==> src/rtl/core/rrlt_pkg.sv <==
`timescale 1ns / 1ps

package rrlt_pkg;

  // operation codes
  localparam logic [1:0] OP_CREATE = 2'd0;
  localparam logic [1:0] OP_FIND   = 2'd1;
  localparam logic [1:0] OP_DELETE = 2'd2;

  // result status codes
  localparam logic [1:0] STAT_OK        = 2'd0;
  localparam logic [1:0] STAT_FULL      = 2'd1;
  localparam logic [1:0] STAT_NOMATCH   = 2'd2;
  localparam logic [1:0] STAT_BADINDEX  = 2'd3;

  // one stored rectangle, inclusive bounds
  typedef struct packed {
    logic signed [31:0] x_min;
    logic signed [31:0] z_min;
    logic signed [31:0] x_max;
    logic signed [31:0] z_max;
  } rect_t;

  // per-cell command for one cycle
  typedef struct packed {
    logic load;    // take the new rectangle
    logic shift;   // take the upper neighbor's rectangle
    logic eval;    // compare the point and register the match
    logic active;  // cell holds a live entry
  } cell_ctl_t;

  // sequencer states
  typedef enum logic [1:0] {
    S_IDLE,
    S_EXEC,
    S_GROUP,
    S_DONE
  } state_t;

endpackage

==> src/rtl/core/rrlt_prio.sv <==
`timescale 1ns / 1ps

module rrlt_prio #(
  parameter int N = 64
) (
  input  logic                              clk,
  input  logic [N-1:0]                      match,
  input  logic                              step,
  output logic                              hit,
  output logic [((N > 1) ? $clog2(N) : 1)-1:0] index
);
  import rrlt_pkg::*;

  localparam int G  = (N + 7) / 8;
  localparam int IW = (N > 1) ? $clog2(N) : 1;
  localparam int GW = (G > 1) ? $clog2(G) : 1;

  logic [G*8-1:0] padded;
  logic [G-1:0]   gh_c;
  logic [2:0]     gl_c [G];
  logic [G-1:0]   grp_hit;
  logic [2:0]     grp_low [G];
  logic [GW-1:0]  gsel;

  // pad match vector to whole groups of eight
  always_comb begin
    padded = '0;
    for (int i = 0; i < N; i++) begin
      padded[i] = match[i];
    end
  end

  // first level: lowest set bit in each group
  always_comb begin
    for (int g = 0; g < G; g++) begin
      gh_c[g] = |padded[g*8 +: 8];
      gl_c[g] = '0;
      for (int j = 7; j >= 0; j--) begin
        if (padded[g*8 + j]) begin
          gl_c[g] = 3'(j);
        end
      end
    end
  end

  always_ff @(posedge clk) begin
    if (step) begin
      grp_hit <= gh_c;
      grp_low <= gl_c;
    end
  end

  // second level: lowest group with a hit
  always_comb begin
    gsel = '0;
    for (int g = G - 1; g >= 0; g--) begin
      if (grp_hit[g]) begin
        gsel = GW'(g);
      end
    end
  end

  assign hit   = |grp_hit;
  assign index = IW'(int'(gsel) * 8 + int'(grp_low[gsel]));

endmodule

==> config.mk <==
export PLATFORM = sky130hd
export DESIGN_NAME = rrlt_prio
export DESIGN_NICKNAME = d
export VERILOG_FILES = /design/src/rtl/core/rrlt_pkg.sv /design/src/rtl/core/rrlt_prio.sv
export SDC_FILE = /design/constraint.sdc
export NUM_CORES = 1
export LEC_CHECK = 0
export BUFFER_PORTS_ARGS = -buffer_cell sky130_fd_sc_hd__buf_2
export CORE_MARGIN = 10
export CORE_UTILIZATION = 35
export DETAILED_ROUTE_END_ITERATION = 8
export PLACE_DENSITY = 0.57
export SLEW_MARGIN = 20
export SYNTH_ARGS = -nofsm -noshare
export SYNTH_HDL_FRONTEND = slang
export SYNTH_SLANG_ARGS = --single-unit
==> constraint.sdc <==
create_clock -name clk -period 4.3 [get_ports clk]
set_clock_uncertainty 0.15 [all_clocks]
set_input_delay 0.215 -clock clk [delete_from_list [all_inputs] [get_ports clk]]
set_output_delay 0.215 -clock clk [all_outputs]
set_load 0.05 [all_outputs]
Word-level counts from Yosys, hierarchy flattened --
Index checks and enable logic that the tools add are counted.
Cells by class: multiplexer cells 67, reductions and logical operators 25, bitwise operators 1, add/sub/neg operators 1, order comparisons 1
Operators by type and width (count):
- 3-bit 2-to-1 mux | 42
- 8-bit OR reduction | 9
- 2-bit 2-to-1 mux | 16
- 4-bit OR reduction | 8
- 2-bit OR reduction | 8
- 3-bit binary-select mux with 3-bit select | 1
- 1-bit 2-to-1 mux | 8
- 6-bit by 3-bit adder with 6-bit output | 1
- 4-bit greater-or-equal comparator, second input constant | 1
- 3-bit NOT with 4-bit output | 1
Storage, ports and cells: word-level logic and storage cells 120, bits of input ports 66, register bits 32, output and inout bits 7

Depth between registers and ports, before layout --
depth after elaboration 13, depth in mapped cells 6, depth with buffers taken out 6

Worst setup path before layout --
Ideal clock, no wire load.
path type flip-flop to output port, start point reg grp_hit[6], end point out index[0] (netlist bit), slack 1.094 ns, arrival 2.841 ns, buffers on the path 0, cell stages (with the launch flop) 6, required time 3.935 ns, cell sequence edfxtp_1 > nand2b_4 > a221o_1 > a21oi_2 > a211oi_1 > a211oi_1
Between the ends: word-level cells in the longest chain between the ends 12
Ends and longest elaborated chain:
- start: declaration | RTL line rrlt_prio.sv:21 | logic [G-1:0] grp_hit;
- start signal: assignment | RTL line rrlt_prio.sv:48 | grp_hit <= gh_c;
- 3-bit 2-to-1 mux (7 in a row) | RTL line rrlt_prio.sv:57 | if (grp_hit[g]) begin
- 3-bit NOT with 4-bit output (not written as such) | RTL line rrlt_prio.sv:64 | assign index = IW'(int'(gsel) * 8 + int'(grp_low[gsel]));
- 3-bit binary-select mux with 3-bit select | RTL line rrlt_prio.sv:64
- 3-bit 2-to-1 mux (not written as such) (2 in a row) | RTL line rrlt_prio.sv:64
- 6-bit by 3-bit adder with 6-bit output | RTL line rrlt_prio.sv:64
- end: declaration | RTL line rrlt_prio.sv:10 | output logic [((N > 1) ? $clog2(N) : 1)-1:0] index
Every way passes these cells. The select of a mux whose other input is x is not followed.

Worst setup path in the final report --
start point reg grp_hit[2], end point out index[1] (netlist bit)
Between the ends: word-level cells in the longest chain between the ends 8
Ends and longest elaborated chain (RTL line):
- 3-bit 2-to-1 mux (3 in a row) | rrlt_prio.sv:57
- 3-bit NOT with 4-bit output (not written as such) | rrlt_prio.sv:64
- 3-bit binary-select mux with 3-bit select | rrlt_prio.sv:64
- 3-bit 2-to-1 mux (not written as such) (2 in a row) | rrlt_prio.sv:64
- 6-bit by 3-bit adder with 6-bit output | rrlt_prio.sv:64
Every way passes these cells. The select of a mux whose other input is x is not followed.

==> summary.txt <==
Finish
  – FF/Latch Area: 961 um2
  – Multi-input combinational cell area: 862 um2
  – Final Util: a little under half
  – Final Cell Area: 0.00246 mm2
  – Share of layout cells above drive strength 1: about a third
  – # diodes: 0
  – Area grow syn2layout: 28.3%
  – Fillers: 505
  – Final net count: about 340

Clocking
  – Sink Count: 32
  – CTS H-tree lvls: 2
  – Cts bufs inserted: 5
  – Clk root buf: clkbuf_8
  – Cts hold-fix bufs: 0
  – Clock slew at reported path FFs: 0.07 ns
  – CTS max path bufs: 2
  – Post_cts resized: 0
  – TritonCTS clock tree: done
  – Setup bufs post-CTS: 0

Critical path
  – Setup crit start kind: flip-flop
  – Setup Crit Path Kind: flip-flop to output pin
  – WP data required: around 4 ns
  – Worst Setup End Kind: output pin
  – CP Data Arrival Time: between 2 and 2.5 ns
  – CP max FO: 11

Yosys
  – Top FF cell, synth: edfxtp_1
  – Mapped Cells: slightly below 200
  – Synth Register Bits: 32
  – Post-Syn Nets: 262
  – Ranking of synthesized cells by area: edfxtp_1 50%, nor3_1 7.0%, nor4_1 5.5%
  – Syn avg cell area: 9.79 um2
  – Seq/Total Area, Yosys: 50.1%
  – Async S/R FF share, synth: 0%
  – Share of the synthesized area in the top cell type: approximately half
  – Ys Warns: 0
  – Cell accounting for the most synthesized area: edfxtp_1
  – Synth cell types: 29
  – Post-synth EDFFs: 32
  – Synthesized cell area: 0.00192 mm2

Job
  – Max-cap violations: 0

Global route
  – Grt total ovfl: 0
  – First-pass GRT wire length: 7870 um
  – Largest net degree at the start of global routing: 33
  – Initial antenna violation count: 0
  – Vias in the first global route: 1827
  – GR Util All Layers: 10.8%

Timing
  – Max-slew violation count: 0
  – Worst slew pin tran: 0.738 ns
  – Fmax: around 350 MHz
  – Endpoints failing hold: 0
  – Final setup fails: 0
  – Final hold slack: between 0.08 and 0.09 ns
  – Final period utilization: between 60% and 70%
  – RSZ-0062 raised after global routing: false
  – Post-layout min period: between 2 and 3 ns
  – Slew margin rel.: approximately half
  – PnR worst setup slack: 1.47 ns
  – Setup TNS: 0 ns

Die
  – Die Wd: around 94 um
  – Rows: 26
  – Initial Util: between 30% and 40%
  – Die extent in y: between 90 and 100 um
  – CORE AREA: between 0.005 and 0.006 mm2
  – Full die area: 0.00884 mm2
  – I/O pin count: 73

Place
  – Post-DP HPWL: about 4000 um
  – Placer Congestion: 0.880
  – Placed Area: 0.00235 mm2
  – Dpl ws: between 1.5 and 2 ns
  – PortBufs: between 70 and 80

Detailed routing
  – First-pass detailed-route iteration total: 4
  – DRC violations left: 0
  – Drt wl/cell: 14.1 um
  – Initial DRC Count: 90
  – Final wirelength: 4830 um
  – Via count: 1697
  – Drt via density: 4.93
  – Antenna Nets Post-Route: 0

Min path
  – Hold Crit Class: input port to flip-flop

Power
  – Leakage: just over 1 nW
  – PwrDens: approximately 330 mW/mm2
  – IR drop worst, VDD: ~0.19 mV

Status
  – Outcome: completed
[Yosys cell counts, types with 2 or more instances]
master,number
nor3_1,27
edfxtp_1,32
nor2b_1,8
a21oi_1,17
o21a_1,3
nor4_1,17
nor2_1,19
mux2_2,2
o21ai_1,3
inv_1,21
a211oi_1,5
a221oi_1,3
o21bai_1,8
nand2_1,9
nor3b_1,7
nor2_2,2
[flip-flops by register name, summed over array words and instances, names as in the netlist]
register / count
grp_low: 24
grp_hit: 8
[cell type report]
type,instances,share of cell area [%]
flip-flops and latches,32,39.0
multi-input cells,141,35.0
repair buffers,72,14.6
well taps,70,3.56
inverters,21,3.20
clock buffers,5,2.80
clock inverters,3,1.73
[where the power goes]
part | internal (W) | total (W) | switching (W)
Clock | 0.000171 | 0.000281 | 0.000109
Combinational | 0.0000569 | 0.000142 | 0.0000847
Sequential | 0.000368 | 0.000380 | 0.0000116
[final timing paths]
kind	from	to	slack [ns]	depth (start not counted)
hold / removal	match[16]	grp_low[15]	0.09	2
setup / recovery	grp_hit[2]	index[1]	1.47	6
[metrics by stage]
| step | total power (W) | cells |
|---|---|---|
| finish | 0.000802 | 344 |
| global route | 0.000844 | 344 |
| CTS | 0.000813 | 344 |
| detailed placement | 0.000529 | 336 |
| global placement | 0.000528 | 336 |
| floorplan | 0.000460 | 196 |
[layer usage]
layer	global-route usage, %	up-vias	part of all wire, %	routed length [um]
li1	-	896	-	-
met2	17.2	56	44	2140
met4	1.14	0	0	0
met5	0	-	0	0
met1	13.7	745	47	2280
met3	4.40	0	8.5	409
[kinds of logic after synthesis]
| group | Yosys count | synth area share, % |
|---|---|---|
| flip-flops | 32 | 50.1 |
| multiplexers | 2 | 1.17 |
| AND/OR/NAND/NOR | 93 | 26.4 |
| AO/OA/AOI/OAI | 46 | 17.4 |
| buffers and inverters | 23 | 4.96 |
[worst max-delay path: stages, from the launching register on]
cell and delay [ns]:
edfxtp_1 0.49, nand2b_1 0.19, a21oi_1 0.60, nor3_1 0.16, a221oi_1 0.38, a211oi_2 0.13
buf_2 0.23
[cell usage in the layout (no fill, tap or decap), types with 2 or more instances in the layout]
cell and n:
a211oi_1 5, a21oi_1 17, a221oi_1 3, buf_2 72
clkbuf_8 5, edfxtp_1 32, inv_1 21, mux2_2 2
nand2_1 9, nor2_1 19, nor2_2 2, nor2b_1 8
nor3_1 27, nor3b_1 7, nor4_1 17, o21a_1 3
o21ai_1 3, o21bai_1 8
Note: power is estimated with default switching activity, not from simulation.
