### src/rtl/core/rrlt_pkg.sv
`timescale 1ns / 1ps

package rrlt_pkg;

  // operation codes
  localparam logic [1:0] OP_CREATE = 2'd0;
  localparam logic [1:0] OP_FIND   = 2'd1;
  localparam logic [1:0] OP_DELETE = 2'd2;

  // result status codes
  localparam logic [1:0] STAT_OK        = 2'd0;
  localparam logic [1:0] STAT_FULL      = 2'd1;
  localparam logic [1:0] STAT_NOMATCH   = 2'd2;
  localparam logic [1:0] STAT_BADINDEX  = 2'd3;

  // one stored rectangle, inclusive bounds
  typedef struct packed {
    logic signed [31:0] x_min;
    logic signed [31:0] z_min;
    logic signed [31:0] x_max;
    logic signed [31:0] z_max;
  } rect_t;

  // per-cell command for one cycle
  typedef struct packed {
    logic load;    // take the new rectangle
    logic shift;   // take the upper neighbor's rectangle
    logic eval;    // compare the point and register the match
    logic active;  // cell holds a live entry
  } cell_ctl_t;

  // sequencer states
  typedef enum logic [1:0] {
    S_IDLE,
    S_EXEC,
    S_GROUP,
    S_DONE
  } state_t;

endpackage

### src/rtl/core/rrlt_cell.sv
`timescale 1ns / 1ps

module rrlt_cell (
  input  logic              clk,
  input  rrlt_pkg::cell_ctl_t ctl,
  input  rrlt_pkg::rect_t   new_rect,
  input  rrlt_pkg::rect_t   upper_rect,
  input  logic signed [31:0] px,
  input  logic signed [31:0] pz,
  output rrlt_pkg::rect_t   rect,
  output logic              match
);
  import rrlt_pkg::*;

  logic inside_pt;

  // point containment against own bounds
  assign inside_pt = (px >= rect.x_min) && (px <= rect.x_max) &&
                     (pz >= rect.z_min) && (pz <= rect.z_max);

  // rectangle storage: append or shift down from neighbor
  always_ff @(posedge clk) begin
    if (ctl.load) begin
      rect <= new_rect;
    end else if (ctl.shift) begin
      rect <= upper_rect;
    end
  end

  // registered match flag
  always_ff @(posedge clk) begin
    if (ctl.eval) begin
      match <= ctl.active && inside_pt;
    end
  end

endmodule

### config.mk
export PLATFORM = sky130hd
export DESIGN_NAME = rrlt_cell
export DESIGN_NICKNAME = d
export VERILOG_FILES = /design/src/rtl/core/rrlt_pkg.sv /design/src/rtl/core/rrlt_cell.sv
export SDC_FILE = /design/constraint.sdc
export NUM_CORES = 1
export LEC_CHECK = 0
export ABC_AREA = 1
export BUFFER_PORTS_ARGS = -buffer_cell sky130_fd_sc_hd__buf_2
export CORE_AREA = 2 2 178 180
export DETAILED_ROUTE_END_ITERATION = 12
export DIE_AREA = 0 0 180 182
export REMOVE_ABC_BUFFERS = 1
export SYNTH_ARGS = -nofsm -noshare
export SYNTH_HDL_FRONTEND = slang
export SYNTH_SLANG_ARGS = --single-unit
### constraint.sdc
create_clock -name clk -period 6.4 [get_ports clk]
set_clock_uncertainty 0.1 [all_clocks]
set_input_delay 0.96 -clock clk [delete_from_list [all_inputs] [get_ports clk]]
set_output_delay 0.96 -clock clk [all_outputs]
set_load 0.01 [all_outputs]
Word-level counts from Yosys, hierarchy flattened:

Index checks and enable logic that the tools add are counted.
W data, S select, Z words.

* register bits: 129
* input port bits: 325
* word-level logic and storage cells: 16
* output and inout bits: 129

* reduce and logical (&&, ||, !) cells: 5
* order comparisons: 4
* multiplexer cells: 2

Operators by type and width (count)
* $mux W128: 2
* $ge A32 B32 Y1: 2
* $le A32 B32 Y1: 2
* $logic_and A1 B1 Y1: 4
* $reduce_bool A2 Y1: 1

Depth between registers and ports, before layout:

Gate-level depths: netlist of run 1.

* word-level depth: 5
* depth in mapped cells: 18
* mapped depth without buffers: 18

Worst setup path after synthesis of run 1:

OpenSTA, ideal clock, no wires.

* path kind: input-to-reg
* start: input ctl[3] in the netlist's numbering
* end: register rect[0] in the netlist's numbering (enable)
* library setup time: 0.433 ns
* path slack: 3.016 ns
* path buffers: 1
* data required time: 5.867 ns
* cell stages on the path: 2
* data arrival time: 2.851 ns
* cell sequence: clkbuf_1 > or2_2

* cells in the longest elaborated chain, start to end: 1

RTL lines
* start, declared: line rrlt_cell.sv:5 `input rrlt_pkg::cell_ctl_t ctl,`
* $reduce_bool A2 Y1 (no source line)
* end signal, assigned: line rrlt_cell.sv:24 `rect <= new_rect;`
* end signal, assigned: line rrlt_cell.sv:26 `rect <= upper_rect;`
* end, declared: line rrlt_cell.sv:10 `output rrlt_pkg::rect_t rect,`

No other way between the ends.
A chain may end at the register's enable or synchronous reset.

Final worst setup path of run 1:

* start: input ctl[3] in the netlist's numbering
* end: register rect[23] in the netlist's numbering (enable)

Same word-level chain as after synthesis.

==> results of run 1 <==
where the power goes:
part | switching [mW] | internal, mW
clock network | 0.407 | 0.580
logic | 0.405 | 0.296
registers | 0.0517 | 1.04
area by class of cell:
class	count	area, µm²	area share
clock inverter	14	158	0.0129
tap	402	503	0.0412
inverter	155	584	0.0478
clock buffer	18	429	0.0351
sequential	129	3870	0.317
timing repair buffer	457	2300	0.188
multi-input combinational	800	4370	0.358
worst paths after layout:
| kind | from | endpoint | cells past startpoint |
|---|---|---|---|
| worst max register to register | rect[31] | match | 13 |
| worst min-delay path | ctl[1] | match | 1 |
| worst max-delay path | ctl[3] | rect[23] | 3 |
| worst min register to register | rect[0] | match | 7 |
stage by stage:
step / hold slack (ns) / cells / util / worst slack [ns] / instance area [µm²]
final: 0.683 / 1975 / 0.394 / 3.54 / 12200
after global routing: 0.643 / 1975 / 0.394 / 3.38 / 12200
after CTS: 0.649 / 1975 / 0.394 / 3.53 / 12200
after detailed placement: 0.968 / 1943 / 0.375 / 3.07 / 11600
after global placement: 0.968 / 1943 / 0.375 / 3.13 / 11600
after floorplan: 0.884 / 1084 / - / 3.27 / 8830
cells in the final DEF (no fill, tap or decap), types with 2 or more instances in the layout:
cell type,netlist,final
inv_6,0,4
nor3_1,3,3
nand3b_1,2,2
inv_2,3,3
nand2_1,520,520
buf_4,0,5
clkbuf_16,0,17
nor4_4,2,2
o21ai_1,3,3
o21ai_0,10,10
nor2_1,35,35
inv_1,150,149
nand3_1,11,11
a21o_1,2,2
nand2_2,3,3
clkinv_4,0,4
clkinvlp_4,0,3
edfxtp_1,129,129
clkinv_1,2,2
nor2_2,4,4
buf_2,0,452
a21oi_1,57,57
ha_1,128,128
bufinv_16,0,2
o21bai_1,2,2
nand4_1,7,7
o21a_1,6,6
layer usage:
metal | track usage | part of all wire | vias up
met2 | 0.318 | 0.51 | 308
met1 | 0.199 | 0.41 | 3796
met5 | 0 | 0 | -
met3 | 0.0437 | 0.063 | 23
met4 | 0.0514 | 0.017 | 0
li1 | - | - | 4439
cells by family after synthesis:
group / Yosys count
AOI/OAI and AO/OA: 80
adders and majority gates: 128
buffers and inverters: 183
DFF: 129
and+or+nand+nor: 592
Yosys cell counts, drive strengths merged (4+ instances only):
| cell | number |
|---|---|
| a21oi | 57 |
| nor2 | 39 |
| nand4 | 7 |
| clkbuf | 27 |
| nor3 | 4 |
| nand3 | 12 |
| edfxtp | 129 |
| nand2 | 524 |
| inv | 153 |
| ha | 128 |
| o21ai | 13 |
| o21a | 6 |
sequential cells by signal (all words and copies together) (netlist names):
signal,flops
rect,128
match,1
==> impl_metrics.json, run 1 <==
{
  "p_per_area_nw_per_um2": 228,
  "crit_chain": "buf_4 -> or2_4 -> buf_4",
  "cts-root-buf": "clkbuf_16",
  "cp_slowest_cell": "or2_4",
  "ctsResizeCount": 0,
  "ant_nets": 0,
  "fin_crit_sh": 0.447,
  "synth_edf_count": 129,
  "cp_max_fo": 55,
  "antenna_cells": 0,
  "ys.flop_type": "edfxtp_1",
  "io_pins": 454,
  "worst_slew_pin_slew_ns": 0.869,
  "grt_setup_unrepaired": "false",
  "netlist.area_leader.share": 0.434,
  "synth-xor-area-share": 0,
  "synthSimpleGateAreaFrac": 0.262,
  "total_power_mw": 2.78,
  "grt_pass1_wl_mm": 44.4,
  "cpMostUsedCell": "buf_4",
  "dp_hpwl_mm": 23.4,
  "cpPeakStageDelay_ns": 0.74,
  "async_flop_share": 0,
  "synth_area_um2": 8930,
  "drt_wl_total_mm": 28.2,
  "dieArea_um2": 32800,
  "start_kind": "input port",
  "hp-class": "input port to flop",
  "cts_max_path_buffers": 2,
  "yosysWarnings": 0,
  "finalHoldViolations": 0,
  "drive_above_1_share": 0.321,
  "dieWidth_um": 180,
  "grt_max_degree": 84,
  "fillCellCount": 3191,
  "cts_buffers": 17,
  "initialDrtViolationCount": 335,
  "synth_cells": 1112,
  "fin_setup_tns_ns": 0,
  "setup_viol": 0,
  "ys_seq_area_frac": 0.434,
  "port_buffers": 453,
  "clk_pin_slew_ns": 0.07,
  "synth_seq_cells": 129,
  "syn2layout_area_growth_pct": 36.8,
  "maxCapViolations": 0,
  "yosysTopAreaCell": "edfxtp_1",
  "syn_area_per_cell_um2": 8.03,
  "overflow": 0,
  "synth_cell_types": 27,
  "slew_violations": 0,
  "critical_path.top_delay_family": "buffers and inverters",
  "p_leak_nw": 6.90,
  "row_count": 65,
  "antenna_found_initial": 0,
  "rrSetupSlack_ns": 4.14,
  "worstPathArrival_ns": 2.82,
  "synthTopCellsByArea": "edfxtp_1 43%, nand2_1 22%, ha_1 18%, inv_1 6.3%, a21oi_1 3.2%",
  "via_per_inst": 4.34,
  "drt_pre_antenna_iters": 4,
  "drc_errors": 0,
  "vias": 8566,
  "synth.area.mux_share": 0,
  "core-area_um2": 31000,
  "gp_congestion": 0.851,
  "cts_max_level": 4,
  "start_util": 0.288,
  "synth_compound_area_frac": 0.0476,
  "post-route-min-period_ns": 2.86,
  "worstSetupPathType": "input port to flop",
  "grt_pass1_vias": 8716,
  "cp.required_ns": 6.36,
  "crit_buf_inv": 2,
  "post-cts-setup-buffer-count": 0,
  "wl_per_cell_um": 14.3,
  "grt_use_total": 0.174,
  "maxSlewHeadroom": 0.420,
  "cts_tree": "yes",
  "ir_worst_vdd_mv": 0.162,
  "hold_buffers": 0,
  "layout.nets": 2013,
  "clock.fmax_mhz": 350,
  "outcome": "complete, no violations",
  "clock_sink_count": 129,
  "synth_top_family_by_area": "simple AND/OR/NAND/NOR gates",
  "dieHeight_um": 182,
  "endpoint_kind": "flop",
  "insertion_delay_ns": 0.43,
  "synth-adder-area-share": 0.179
}
(Power assumes the default switching activity.)
==> inputs of run 2 (changes only) <==
Clock period 6.4 ns to 2.4 ns, I/O delays scaled along.
==> run 2 against run 1 <==
- hold slack lost 0.63 ns
- core utilization grew 0.65 points
- cell area grew 1.7%
- register-to-register slack lost 3.9 ns
- clock power grew to 2.8 times the previous value
- total power grew to 2.7 times the previous value
- die area is the same
- via count grew 1.1%
- non-clock buffer count grew 15
- first-iteration DRC count shrank 17%
- critical path type is now flop to flop
- critical endpoint is now match
- largest power group unchanged
==> impl_metrics.json, run 2 (synthesis results as in run 1) <==
{
  "outcome": "complete, no violations",
  "ant_nets": 0,
  "wl_per_cell_um": 14.3,
  "fin_setup_tns_ns": 0,
  "p_leak_nw": 7.00,
  "clock.fmax_mhz": 459,
  "cp_max_fo": 2,
  "dp.cells": 1957,
  "cts_buffers": 17,
  "top_register": "rect",
  "start_kind": "flop",
  "grt_setup_unrepaired": "false",
  "cts_max_path_buffers": 2,
  "hp-class": "input port to flop",
  "worst_slew_pin_slew_ns": 0.584,
  "grt_pass1_wl_mm": 44.0,
  "antenna_found_initial": 1,
  "grt_use_total": 0.173,
  "layout_commonest_cell": "nand2_1",
  "start_util": 0.288,
  "drt_wl_total_mm": 28.5,
  "fin_crit_sh": 0.907,
  "ir_worst_vdd_mv": 0.444,
  "layout.cells.non_filler": 1991,
  "io_pins": 454,
  "cts_tree": "yes",
  "cts-root-buf": "clkbuf_16",
  "cp_slowest_cell": "edfxtp_1",
  "cp.required_ns": 2.48,
  "placed_area_um2": 11800,
  "port_buffers": 453,
  "dp_hpwl_mm": 23.7,
  "maxSlewHeadroom": 0.611,
  "cpMostUsedCell": "nand2_1",
  "drive_above_1_share": 0.329,
  "dieHeight_um": 182,
  "fin_area_um2": 12400,
  "worstPathArrival_ns": 2.26,
  "fin_ws_ns": 0.223,
  "syn2layout_area_growth_pct": 39.1,
  "finalHoldViolations": 0,
  "initialDrtViolationCount": 278,
  "layout.nets": 2028,
  "fillCellCount": 3182,
  "drc_errors": 0,
  "hold_buffers": 0,
  "clock_sink_count": 129,
  "p_per_area_nw_per_um2": 610,
  "vias": 8662,
  "crit_chain": "inv_1 -> ha_1 -> nand2_1 -> nor2_1 -> nand2_1 -> nor2_4 -> nand2_1 -> nand3_2 -> nand2_1 -> nand3b_1 -> nand3_2 -> nand2_1 -> nor2_1",
  "top_regs": "rect: 128 flops, match: 1 flops",
  "drt_pre_antenna_iters": 6,
  "grt_max_degree": 128,
  "dieArea_um2": 32800,
  "worstSetupPathType": "flop to flop",
  "maxCapViolations": 0,
  "gp_congestion": 0.842,
  "post-route-min-period_ns": 2.18,
  "dieWidth_um": 180,
  "cts_max_level": 4,
  "largest_reg_flops": 128,
  "cpPeakStageDelay_ns": 0.34,
  "endpoint_kind": "flop",
  "via_per_inst": 4.35,
  "grt_pass1_vias": 8728,
  "core-area_um2": 31000,
  "overflow": 0,
  "insertion_delay_ns": 0.43,
  "setup_viol": 0,
  "hold-worst-slack_ns": 0.0496,
  "pre_cts_ws_ns": -0.238,
  "slew_violations": 0,
  "row_count": 65,
  "clk_pin_slew_ns": 0.06,
  "layout_common_cells": "520 x nand2_1, 452 x buf_2, 149 x inv_1"
}
==> run 2: critical path: cells and delay by family (launching register included) <==
family                   cells  cell delay (ns)
AND/OR/NAND/NOR             11             1.16
adder cells (fa/ha/maj)      1             0.28
buffers and inverters        1             0.05
flip-flops                   1             0.34
==> run 2: worst paths after layout <==
kind	start	end	slack, ns	cells past startpoint
max	rect[111]	match	0.22	13
min	ctl[1]	match	0.05	1
max reg2reg	rect[111]	match	0.22	13
min reg2reg	rect[31]	match	1.03	8
==> run 2: power breakdown <==
| group | switching, mW | total [mW] | internal, mW |
|---|---|---|---|
| Combinational | 1.10 | 1.92 | 0.828 |
| Clock | 1.10 | 2.74 | 1.65 |
| Sequential | 0.133 | 2.91 | 2.78 |
| Total | 2.33 | 7.57 | 5.25 |
==> run 2: cell type report <==
cell class / count / area, µm² / area share
Antenna cell: 1 / 2.50 / 0.000201
Sequential cell: 129 / 3870 / 0.312
Multi-Input combinational cell: 800 / 4390 / 0.353
Clock inverter: 15 / 184 / 0.0148
Inverter: 155 / 584 / 0.0470
Clock buffer: 17 / 425 / 0.0342
Timing Repair Buffer: 472 / 2460 / 0.198
Tap cell: 402 / 503 / 0.0405
==> run 2: repair_timing <==
action	4_1_cts	5_1_grt
setup endpoints to repair	1	1
pin swaps	0	1
resized for setup	2	1
buffers inserted	0	1
==> run 2: layer usage <==
metal / up-vias / share of wire / track usage
met5: - / 0 / 0
met3: 42 / 0.062 / 0.0415
met4: 0 / 0.030 / 0.0732
li1: 4481 / - / -
met2: 292 / 0.50 / 0.310
met1: 3847 / 0.41 / 0.195
==> run 2: through the flow <==
stage,power (mW),utilization
finish,7.57,0.401
global route,8.06,0.401
CTS,7.70,0.400
detailed placement,4.92,0.380
global placement,4.87,0.380
floorplan,3.96,-
==> inputs of run 3 (changes only) <==
Settings changed: HOLD_SLACK_MARGIN set to 0.08.
==> run 3 against run 2 <==
- sequential cell count stayed put
- sequential share of layout area decreased by 1.3 points
- combinational power is 4% higher
- first-iteration DRC count is 14% lower
- global-route usage is 0.32 points higher
- sequential power barely moved
- register-to-register slack about the same
- cell area is 4.2% higher
- hold slack improved by 0.057 ns
- core utilization grew 1.7 points
- total power up 0.96%
- critical path type unchanged
- largest power group unchanged
==> impl_metrics.json, run 3 (synthesis results as in run 1) <==
{
  "outcome": "complete, no violations",
  "hold_start": "upper_rect[50]",
  "row_count": 65,
  "reg2reg_depth": 13,
  "fillCellCount": 3133,
  "finalHoldViolations": 0,
  "drt_pre_antenna_iters": 6,
  "syn2layout_area_growth_pct": 44.9,
  "setup_viol": 0,
  "maxCapViolations": 0,
  "use_met1": 0.196,
  "layout_commonest_cell": "nand2_1",
  "cts_buffers": 17,
  "layout.cells.non_filler": 2043,
  "grt_max_degree": 128,
  "clockPowerShare": 0.358,
  "switching_power_mw": 2.34,
  "drive_above_1_share": 0.319,
  "busiest_layer": "met2",
  "cts-root-buf": "clkbuf_16",
  "p_per_area_nw_per_um2": 591,
  "dp.cells": 1957,
  "largest_reg_flops": 128,
  "cp_slowest_cell": "edfxtp_1",
  "layout_common_cells": "520 x nand2_1, 452 x buf_2, 149 x inv_1",
  "cp.required_ns": 2.48,
  "p_comb_frac": 0.262,
  "grt_pass1_wl_mm": 44.9,
  "grt_setup_unrepaired": "false",
  "initialDrtViolationCount": 238,
  "cp_max_fo": 2,
  "hp-class": "input port to flop",
  "clock_sink_count": 129,
  "top_register": "rect",
  "io_pins": 454,
  "min_to": "rect[50]",
  "critical_path.top_delay_family": "simple AND/OR/NAND/NOR gates",
  "via_per_inst": 4.34,
  "use_met3": 0.0417,
  "dp_hpwl_mm": 23.7,
  "clk_pin_slew_ns": 0.06,
  "antenna_found_initial": 1,
  "dieHeight_um": 182,
  "regToRegEndpoint": "match",
  "gp_congestion": 0.842,
  "core-area_um2": 31000,
  "overflow": 0,
  "grt.met2_usage": 0.319,
  "cts_max_path_buffers": 2,
  "top_regs": "rect: 128 flops, match: 1 flops",
  "cts_tree": "yes",
  "drc_errors": 0,
  "whs_path_depth": 3,
  "ant_nets": 0,
  "p_leak_nw": 7.22,
  "start_kind": "flop",
  "p_int_mw": 5.31,
  "ir_worst_vdd_mv": 0.444,
  "wl_per_cell_um": 14.2,
  "rrSetupSlack_ns": 0.22,
  "fin_crit_sh": 0.909,
  "maxSlewHeadroom": 0.610,
  "drt_wl_total_mm": 29.0,
  "p_sw_frac": 0.306,
  "slew_violations": 0,
  "cts_max_level": 4,
  "insertion_delay_ns": 0.43,
  "crit_chain": "inv_1 -> ha_1 -> nand2_1 -> nor2_1 -> nand2_1 -> nor2_4 -> nand2_1 -> nand3_2 -> nand2_1 -> nand3b_1 -> nand3_2 -> nand2_1 -> nor2_1",
  "dieArea_um2": 32800,
  "port_buffers": 453,
  "power_frac_seq": 0.380,
  "total_power_mw": 7.65,
  "worstPathArrival_ns": 2.26,
  "grt_use_total": 0.176,
  "cpMostUsedCell": "nand2_1",
  "layout.nets": 2080,
  "post-route-min-period_ns": 2.18,
  "clock.fmax_mhz": 458,
  "cpPeakStageDelay_ns": 0.34,
  "worstSetupPathType": "flop to flop",
  "dieWidth_um": 180,
  "endpoint_kind": "flop",
  "start_util": 0.288,
  "reg2reg_from": "rect[111]",
  "vias": 8862,
  "crit_buf_inv": 1,
  "worst_slew_pin_slew_ns": 0.585,
  "grt_pass1_vias": 9052
}
[run 3: cell count changes in the layout (fill, tap and decap cells not counted)]
cell	before	now
dlygate4sd3_1	0	52
[run 3: how the worst max path moves through the flow]
stage,to,cells past startpoint,from,slack (ns)
floorplan,rect[0],3,ctl[3],-0.13
global placement,match,13,px[15],-0.21
detailed placement,match,13,px[15],-0.24
CTS,match,13,rect[110],0.05
global route,match,12,rect[73],0.02
finish,match,13,rect[111],0.22
[run 3: final cells by class]
type	count	area, µm²	share of cell area
Inverter	155	584	0.0451
Multi-Input combinational cell	800	4390	0.339
Antenna cell	1	2.50	0.000193
Clock buffer	17	425	0.0329
Clock inverter	15	184	0.0142
Sequential cell	129	3870	0.299
Timing Repair Buffer	524	2980	0.230
Tap cell	402	503	0.0389
[run 3: routing by layer]
metal | wire, µm | vias to the layer above
met1 | 11700 | 3937
li1 | - | 4584
met3 | 1770 | 43
met5 | 0 | -
met4 | 882 | 0
met2 | 14600 | 298
[run 3: power groups by stage]
stage	Sequential, mW	Clock, mW	Combinational, mW
floorplan	3.07	0	0.889
global placement	2.95	0	1.92
detailed placement	2.96	0	1.95
CTS	2.91	2.82	2.04
global route	2.94	2.90	2.30
finish	2.91	2.74	2.00
[run 3: tightest hold or removal path: stages]
cell and delay (ns):
buf_2 0.07, nand2_1 0.04, nand2_1 0.05
[run 3: what timing repair did]
action	CTS	global route
resized for setup	2	1
cloned	0	0
pin swaps	0	1
hold buffers	52	0
hold endpoints to repair	40	0
setup endpoints to repair	1	1
buffers inserted	0	1
[run 3: per-stage QoR]
stage / util / cell area (µm²) / hold slack, ns / setup slack (ns) / setup TNS, ns
CTS: 0.417 / 12900 / 0.0800 / 0.0458 / 0
global route: 0.418 / 12900 / 0.0876 / 0.0182 / 0
detailed placement: 0.380 / 11800 / 0.487 / -0.238 / -0.238
floorplan: - / 8830 / 0.372 / -0.134 / -26.74
global placement: 0.380 / 11800 / 0.504 / -0.210 / -0.210
finish: 0.418 / 12900 / 0.107 / 0.218 / 0
